`src/upd_pkg.sv`:
```
// Package with shared types, character constants and helper functions for the URL decoder.
`timescale 1ns / 1ps

package upd_pkg;

    localparam int unsigned QUEUE_DEPTH = 4;
    localparam int unsigned MAX_RESULTS = 3;

    localparam logic [7:0] CH_PLUS    = 8'h2B;
    localparam logic [7:0] CH_PERCENT = 8'h25;
    localparam logic [7:0] CH_SPACE   = 8'h20;

    typedef enum logic [2:0] {
        PH_IDLE  = 3'b001,
        PH_PCT   = 3'b010,
        PH_DIGIT = 3'b100
    } t_phase;

    typedef struct packed {
        logic [1:0]                   cnt;
        logic [MAX_RESULTS-1:0][7:0]  bytes;
        logic                         last;
    } t_rec;

    typedef struct packed {
        logic       is_hex;
        logic [3:0] value;
    } t_hex;

    typedef struct packed {
        logic       emit;
        logic [7:0] data;
        logic       open;
    } t_fresh;

    typedef struct packed {
        logic idle;
        logic accept;
        logic push;
    } t_front_stat;

    function automatic t_hex hex_decode(input logic [7:0] c);
        t_hex h;
        h.is_hex = 1'b0;
        h.value  = 4'd0;
        if (c >= 8'h30 && c <= 8'h39) begin
            h.is_hex = 1'b1;
            h.value  = 4'(c - 8'h30);
        end else if (c >= 8'h41 && c <= 8'h46) begin
            h.is_hex = 1'b1;
            h.value  = 4'(c - 8'h37);
        end else if (c >= 8'h61 && c <= 8'h66) begin
            h.is_hex = 1'b1;
            h.value  = 4'(c - 8'h57);
        end
        return h;
    endfunction

    function automatic t_fresh fresh_byte(input logic [7:0] b, input logic last);
        t_fresh f;
        f.emit = 1'b1;
        f.data = b;
        f.open = 1'b0;
        if (b == CH_PERCENT) begin
            f.emit = last;
            f.open = !last;
        end else if (b == CH_PLUS) begin
            f.data = CH_SPACE;
        end
        return f;
    endfunction

endpackage

```
`src/url_percent_decoder.sv`:
```
// Top level of the URL percent decoder: front end, record queue and output serializer.
//
// Input channel: i_valid / o_ready carry one encoded byte per beat (i_in_byte),
// with i_in_last on the final byte of a string. Output channel: o_valid /
// i_ready carry one decoded byte per beat (o_out_byte), with o_out_last on the
// final decoded byte of the string.
// The front end decodes one input beat per cycle while the queue has room and
// writes each nonempty result (up to 3 bytes) as one record into a 4-deep
// queue; the back end plays out one byte per cycle while the receiver is
// ready. Throughput is one input beat per cycle while each beat yields at most
// one byte; a broken escape can yield two or three bytes, one output beat each,
// which the queue absorbs until it fills.
// Reset clears the escape phase, the held digit and the queue; o_ready rises in
// the first cycle after reset. When the receiver stalls, the current output
// beat holds, the queue fills and o_ready drops once it is full.
`timescale 1ns / 1ps

module url_percent_decoder
    import upd_pkg::*;
#(
    parameter int unsigned DEPTH = QUEUE_DEPTH
)
(
    input  logic       i_clk,
    input  logic       i_rst_n,
    input  logic       i_valid,
    output logic       o_ready,
    input  logic [7:0] i_in_byte,
    input  logic       i_in_last,
    output logic       o_valid,
    input  logic       i_ready,
    output logic [7:0] o_out_byte,
    output logic       o_out_last
);

    logic        push_valid, push_ready, pop_valid, pop;
    t_rec        push_rec, pop_rec;
    t_front_stat front_stat;

    upd_front u_front (
        .i_clk        (i_clk),
        .i_rst_n      (i_rst_n),
        .i_valid      (i_valid),
        .o_ready      (o_ready),
        .i_in_byte    (i_in_byte),
        .i_in_last    (i_in_last),
        .i_push_ready (push_ready),
        .o_push_valid (push_valid),
        .o_push_rec   (push_rec),
        .o_stat       (front_stat)
    );

    upd_queue #(
        .DEPTH (DEPTH)
    ) u_queue (
        .i_clk        (i_clk),
        .i_rst_n      (i_rst_n),
        .i_push_valid (push_valid),
        .o_push_ready (push_ready),
        .i_push_rec   (push_rec),
        .o_pop_valid  (pop_valid),
        .i_pop        (pop),
        .o_pop_rec    (pop_rec)
    );

    upd_back u_back (
        .i_clk       (i_clk),
        .i_rst_n     (i_rst_n),
        .i_rec_valid (pop_valid),
        .i_rec       (pop_rec),
        .o_pop       (pop),
        .o_valid     (o_valid),
        .i_ready     (i_ready),
        .o_out_byte  (o_out_byte),
        .o_out_last  (o_out_last)
    );

`ifndef ASSERT_OFF
    a_last_closes_escape: assert property (@(posedge i_clk) disable iff (!i_rst_n)
        (front_stat.accept && i_in_last) |=> front_stat.idle)
        else $error("escape left open after final byte");

    a_push_only_on_accept: assert property (@(posedge i_clk) disable iff (!i_rst_n)
        front_stat.push |-> (front_stat.accept && push_ready))
        else $error("record pushed without an accepted beat");

    a_record_nonempty: assert property (@(posedge i_clk) disable iff (!i_rst_n)
        push_valid |-> (push_rec.cnt != 2'd0))
        else $error("empty record pushed");

    a_idle_back_loads: assert property (@(posedge i_clk) disable iff (!i_rst_n)
        (pop_valid && !o_valid) |=> o_valid)
        else $error("queued record not loaded");
`endif

endmodule

```
`src/upd_front.sv`:
```
// Front end: accepts input beats, tracks the escape phase and builds result records.
`timescale 1ns / 1ps

module upd_front
    import upd_pkg::*;
(
    input  logic        i_clk,
    input  logic        i_rst_n,
    input  logic        i_valid,
    output logic        o_ready,
    input  logic [7:0]  i_in_byte,
    input  logic        i_in_last,
    input  logic        i_push_ready,
    output logic        o_push_valid,
    output t_rec        o_push_rec,
    output t_front_stat o_stat
);

    t_phase     r_phase, n_phase;
    logic [7:0] r_held,  n_held;
    t_rec       rec;
    t_hex       cur_hex, held_hex;
    t_fresh     fr;
    logic       accept;

    always_comb begin
        cur_hex  = hex_decode(i_in_byte);
        held_hex = hex_decode(r_held);
        fr       = fresh_byte(i_in_byte, i_in_last);
        rec      = '0;
        rec.last = i_in_last;
        n_phase  = r_phase;
        n_held   = r_held;
        case (r_phase)
            PH_PCT: begin
                if (cur_hex.is_hex) begin
                    if (i_in_last) begin
                        rec.cnt      = 2'd2;
                        rec.bytes[0] = CH_PERCENT;
                        rec.bytes[1] = i_in_byte;
                        n_phase      = PH_IDLE;
                    end else begin
                        n_held  = i_in_byte;
                        n_phase = PH_DIGIT;
                    end
                end else begin
                    rec.cnt      = 2'd1 + {1'b0, fr.emit};
                    rec.bytes[0] = CH_PERCENT;
                    rec.bytes[1] = fr.data;
                    n_phase      = fr.open ? PH_PCT : PH_IDLE;
                end
            end
            PH_DIGIT: begin
                if (cur_hex.is_hex && held_hex.is_hex) begin
                    rec.cnt      = 2'd1;
                    rec.bytes[0] = {held_hex.value, cur_hex.value};
                    n_phase      = PH_IDLE;
                end else begin
                    rec.cnt      = 2'd2 + {1'b0, fr.emit};
                    rec.bytes[0] = CH_PERCENT;
                    rec.bytes[1] = r_held;
                    rec.bytes[2] = fr.data;
                    n_phase      = fr.open ? PH_PCT : PH_IDLE;
                end
            end
            default: begin
                rec.cnt      = {1'b0, fr.emit};
                rec.bytes[0] = fr.data;
                n_phase      = fr.open ? PH_PCT : PH_IDLE;
            end
        endcase
    end

    assign o_ready      = i_push_ready;
    assign accept       = i_valid && i_push_ready;
    assign o_push_valid = accept && (rec.cnt != 2'd0);
    assign o_push_rec   = rec;

    assign o_stat.idle   = (r_phase == PH_IDLE);
    assign o_stat.accept = accept;
    assign o_stat.push   = o_push_valid;

    always_ff @(posedge i_clk) begin
        if (!i_rst_n) begin
            r_phase <= PH_IDLE;
            r_held  <= 8'd0;
        end else if (accept) begin
            r_phase <= n_phase;
            r_held  <= n_held;
        end
    end

endmodule

```
`src/upd_queue.sv`:
```
// Short record queue between the front end and the output serializer.
`timescale 1ns / 1ps

module upd_queue
    import upd_pkg::*;
#(
    parameter int unsigned DEPTH = QUEUE_DEPTH
)
(
    input  logic i_clk,
    input  logic i_rst_n,
    input  logic i_push_valid,
    output logic o_push_ready,
    input  t_rec i_push_rec,
    output logic o_pop_valid,
    input  logic i_pop,
    output t_rec o_pop_rec
);

    localparam int unsigned AW = (DEPTH > 1) ? $clog2(DEPTH) : 1;

    t_rec          r_mem [DEPTH];
    logic [AW-1:0] r_wr_ptr, r_rd_ptr;
    logic [AW:0]   r_level;
    logic          push, pop;

    assign o_push_ready = (r_level != (AW+1)'(DEPTH));
    assign o_pop_valid  = (r_level != '0);
    assign o_pop_rec    = r_mem[r_rd_ptr];
    assign push         = i_push_valid && o_push_ready;
    assign pop          = i_pop && o_pop_valid;

    always_ff @(posedge i_clk) begin
        if (push) begin
            r_mem[r_wr_ptr] <= i_push_rec;
        end
    end

    always_ff @(posedge i_clk) begin
        if (!i_rst_n) begin
            r_wr_ptr <= '0;
            r_rd_ptr <= '0;
            r_level  <= '0;
        end else begin
            if (push) begin
                r_wr_ptr <= (r_wr_ptr == AW'(DEPTH - 1)) ? '0 : r_wr_ptr + AW'(1);
            end
            if (pop) begin
                r_rd_ptr <= (r_rd_ptr == AW'(DEPTH - 1)) ? '0 : r_rd_ptr + AW'(1);
            end
            case ({push, pop})
                2'b10:   r_level <= r_level + (AW+1)'(1);
                2'b01:   r_level <= r_level - (AW+1)'(1);
                default: r_level <= r_level;
            endcase
        end
    end

endmodule

```
`src/upd_back.sv`:
```
// Back end: plays out each record as one to three output beats.
`timescale 1ns / 1ps

module upd_back
    import upd_pkg::*;
(
    input  logic       i_clk,
    input  logic       i_rst_n,
    input  logic       i_rec_valid,
    input  t_rec       i_rec,
    output logic       o_pop,
    output logic       o_valid,
    input  logic       i_ready,
    output logic [7:0] o_out_byte,
    output logic       o_out_last
);

    t_rec       r_rec;
    logic [1:0] r_idx;
    logic       r_busy;
    logic       final_beat, done, load;

    assign final_beat = (r_idx == r_rec.cnt - 2'd1);
    assign done       = r_busy && i_ready && final_beat;
    assign load       = i_rec_valid && (!r_busy || done);
    assign o_pop      = load;

    assign o_valid    = r_busy;
    assign o_out_byte = r_rec.bytes[r_idx];
    assign o_out_last = r_rec.last && final_beat;

    always_ff @(posedge i_clk) begin
        if (load) begin
            r_rec <= i_rec;
        end
    end

    always_ff @(posedge i_clk) begin
        if (!i_rst_n) begin
            r_busy <= 1'b0;
            r_idx  <= 2'd0;
        end else if (load) begin
            r_busy <= 1'b1;
            r_idx  <= 2'd0;
        end else if (done) begin
            r_busy <= 1'b0;
            r_idx  <= 2'd0;
        end else if (r_busy && i_ready) begin
            r_idx  <= r_idx + 2'd1;
        end
    end

endmodule
```
`config.mk`:
```
export PLATFORM = sky130hd
export DESIGN_NAME = url_percent_decoder
export DESIGN_NICKNAME = d
export VERILOG_FILES = /design/src/upd_pkg.sv /design/src/url_percent_decoder.sv /design/src/upd_front.sv /design/src/upd_queue.sv /design/src/upd_back.sv
export SDC_FILE = /design/constraint.sdc
export NUM_CORES = 1
export LEC_CHECK = 0
export BUFFER_PORTS_ARGS = -buffer_cell sky130_fd_sc_hd__buf_2
export CAP_MARGIN = 20
export CORE_ASPECT_RATIO = 1.5
export CORE_MARGIN = 8
export CORE_UTILIZATION = 30
export CTS_CLUSTER_DIAMETER = 200
export DETAILED_ROUTE_END_ITERATION = 6
export SYNTH_ARGS = -nofsm -noshare
export SYNTH_HDL_FRONTEND = slang
export SYNTH_SLANG_ARGS = --single-unit
```
`constraint.sdc`:
```
create_clock -name i_clk -period 3.8 [get_ports i_clk]
set_clock_uncertainty 0.05 [all_clocks]
set_input_delay 0 -clock i_clk [delete_from_list [all_inputs] [get_ports i_clk]]
set_output_delay 0 -clock i_clk [all_outputs]
set_load 0.01 [all_outputs]
```
==> reports/qor.yml <==
layout-drive-gt1-share_pct: 22.81
register_area_um2: 4476
drc_errors: 0
synth-compound-area-share_pct: 6.665
maxCapViolCount: 0
max-clock-path-buffers: 2
insertion_delay_ns: 0.42
cp.arrival_ns: 3.82
min_path_type: "input port to flop"
synthCells: 411
final_max_slew_viol_count: 0
cts_tree: "done"
tightest_slew_ns: 0.7119
first_pass_iters: 4
setup-violations-final: 0
ys_top_cells_by_count: "135 x edfxtp_1, 27 x mux4_2, 27 x nand2_1"
maxSlewHeadroom_pct: 52.44
ant_nets: 0
syn_area_um2: 6664
hold_viol_final: 0
synthMuxAreaShare_pct: 12.28
syn2layout_area_growth_pct: 17.24
tns_ns: 0
yosys_most_used_dff: "edfxtp_1"
grt_pass1_wl_mm: 21.68
initial_core_util_pct: 30.23
cts_resized: 0
synthXorXnorAreaFrac_pct: 1.183
post-dp-hpwl_mm: 9.099
antenna_found_initial: 0
synth_top_cell_area_share_pct: 60.83
rsz0062_at_grt: "false"
grt_max_degree: 31
comb_power_share_pct: 21.1
power.density_nw_per_um2: 647.3
grt_overflow: 0
cp.required_ns: 4.09
cp_max_fo: 7
postCtsSetupBuffers: 0
drt_wl_total_mm: 13.22
vias: 3565
gp_congestion: 0.8693
swShare_pct: 27.58
yosysTopAreaCell: "edfxtp_1"
synth_most_common_cell: "edfxtp_1"
synth_seq_cells: 156
rows: 67
synthArstFlopShare_pct: 0
wl_per_cell_um: 17.74
max_clock_freq_ghz: 0.2830
start_kind: "flop"
grt_pass1_vias: 3932
drt_iter0_markers: 148
yosys_warnings: 0
final.period_utilization_pct: 92.99
htreeDepth: 4
ioPinCount: 24
clk_pin_slew_ns: 0.06
p_clk_share_pct: 31.6
synth_fp_nets: 439
dp_cells: 702
synth_edf_count: 135
synth_top_family_by_area: "multiplexers"
synth-simple-area-share_pct: 7.736
min_period_ns: 3.534
clock_sinks: 156
pre_cts_slack_ns: 0.2819
power.internal_mw: 3.662
worstSetupEndpointType: "flop"
antennaDiodeCount: 0
power_frac_seq_pct: 47.3
p_leak_nw: 2.621
synth_cell_type_count: 54
cts-root-buf: "clkbuf_16"
dieWidth_um: 137.7
die_h_um: 198.5
multi_input_area_um2: 2073
cts_buffers: 17
ys_seq_area_share_pct: 67.14
core_area_um2: 22050
synth-adder-area-share_pct: 2.929
avgViaCountPerCell: 4.785
track_usage_pct: 10.50
setup_ws_ns: 0.2665
fin_cells: 745
ir_drop_mv: 0.2979
fillers: 2063
final_nets: 484
numPortBuffers: 23
synthTopCellsByArea: "edfxtp_1 61%, mux4_2 9.1%, dfxtp_1 6.3%, mux2i_1 3.2%, ha_1 2.6%"
dieArea_um2: 27340
finalPower_mw: 5.057
avgSynthCellArea_um2: 16.21
switching_power_mw: 1.395
path_class: "flop to flop"
status: "finished, final reports clean"
state kept, by name, indices dropped and copies added (netlist names), 2 cells and up:
name / flops
u_front.r_held: 8
u_queue.r_wr_ptr: 2
u_queue.r_level: 3
u_queue.r_mem: 108
u_front.r_phase: 3
u_back.r_idx: 2
u_back.r_rec: 27
u_queue.r_rd_ptr: 2
cells by family after synthesis:
logic type / after synthesis
compound gates: 55
xor+xnor: 9
fa+ha+maj: 15
buf+inv: 32
flops: 156
mux: 48
simple gates: 96
routing by layer:
metal  vias to the layer above  routed length [um]  track usage [%]
li1                       1675                   -                -
met1                      1795                5357            11.32
met2                        72                7142            18.67
met3                        23                 277            2.048
met4                         0                 439            5.913
met5                         -                   0                0
final timing paths:
check,start,end,slack (ns),depth (start not counted)
worst max-delay path,u_front.r_held[0]$_SDFFE_PN0P_,u_queue.r_level[2]$_SDFFE_PN0P_,0.27,13
worst min-delay path,i_in_byte[4],u_queue.r_mem[0][13]$_DFFE_PP_,0.03,2
worst max register to register,u_front.r_held[0]$_SDFFE_PN0P_,u_queue.r_level[2]$_SDFFE_PN0P_,0.27,13
worst min register to register,u_queue.r_wr_ptr[1]$_SDFFE_PN0P_,u_queue.r_wr_ptr[1]$_SDFFE_PN0P_,0.47,2
layout make-up:
type / instances / share of cell area (%)
tap: 276 / 4.420
clock inverter: 15 / 1.794
timing repair buffer: 44 / 3.844
sequential: 156 / 57.29
clock buffer: 17 / 5.445
inverter: 14 / 0.6726
multi-input combinational: 223 / 26.54
through the flow:
step,util [%],hold slack (ns),area [um2]
2_1_floorplan,-,0.03998,6668
4_1_cts,35.44,0.01699,7812
6_report,35.44,0.02887,7812
3_3_place_gp,32.37,0.2616,7137
5_1_grt,35.44,0.05461,7812
3_5_place_dp,32.37,0.2620,7137
layout by cell type, fill, tap and decap left out, types with 12 or more instances in the layout:
cell,n
nand2_1,27
buf_2,23
edfxtp_1,135
clkbuf_16,17
mux4_2,27
inv_1,14
o21ai_0,19
and2_1,12
ha_1,14
mux2i_1,21
nor2_1,12
dfxtp_1,20
power groups by stage:
stage,Sequential (mW),Clock [mW],Combinational [mW]
5_1_grt,2.43,1.70,1.18
2_1_floorplan,2.37,0,0.783
3_5_place_dp,2.44,0,1.08
3_3_place_gp,2.42,0,1.06
4_1_cts,2.40,1.64,1.10
6_report,2.39,1.60,1.06
critical path, cell delays in order, from the launching register on:
cell       delay [ns]
dfxtp_1          0.37
inv_1            0.16
ha_1             0.19
o21bai_1         0.11
a2111oi_4        0.48
o21bai_1         0.29
a21oi_4          0.13
a31oi_4          0.35
ha_1             0.25
inv_1            0.06
fa_1             0.37
xor2_1           0.16
or3_1            0.30
a21boi_0         0.18
what timing repair did:
action,4_1_cts,5_1_grt
endpoints found under the setup margin,0,0
endpoints found under the hold margin,25,0
hold buffers,11,0
(Power assumes the default switching activity.)
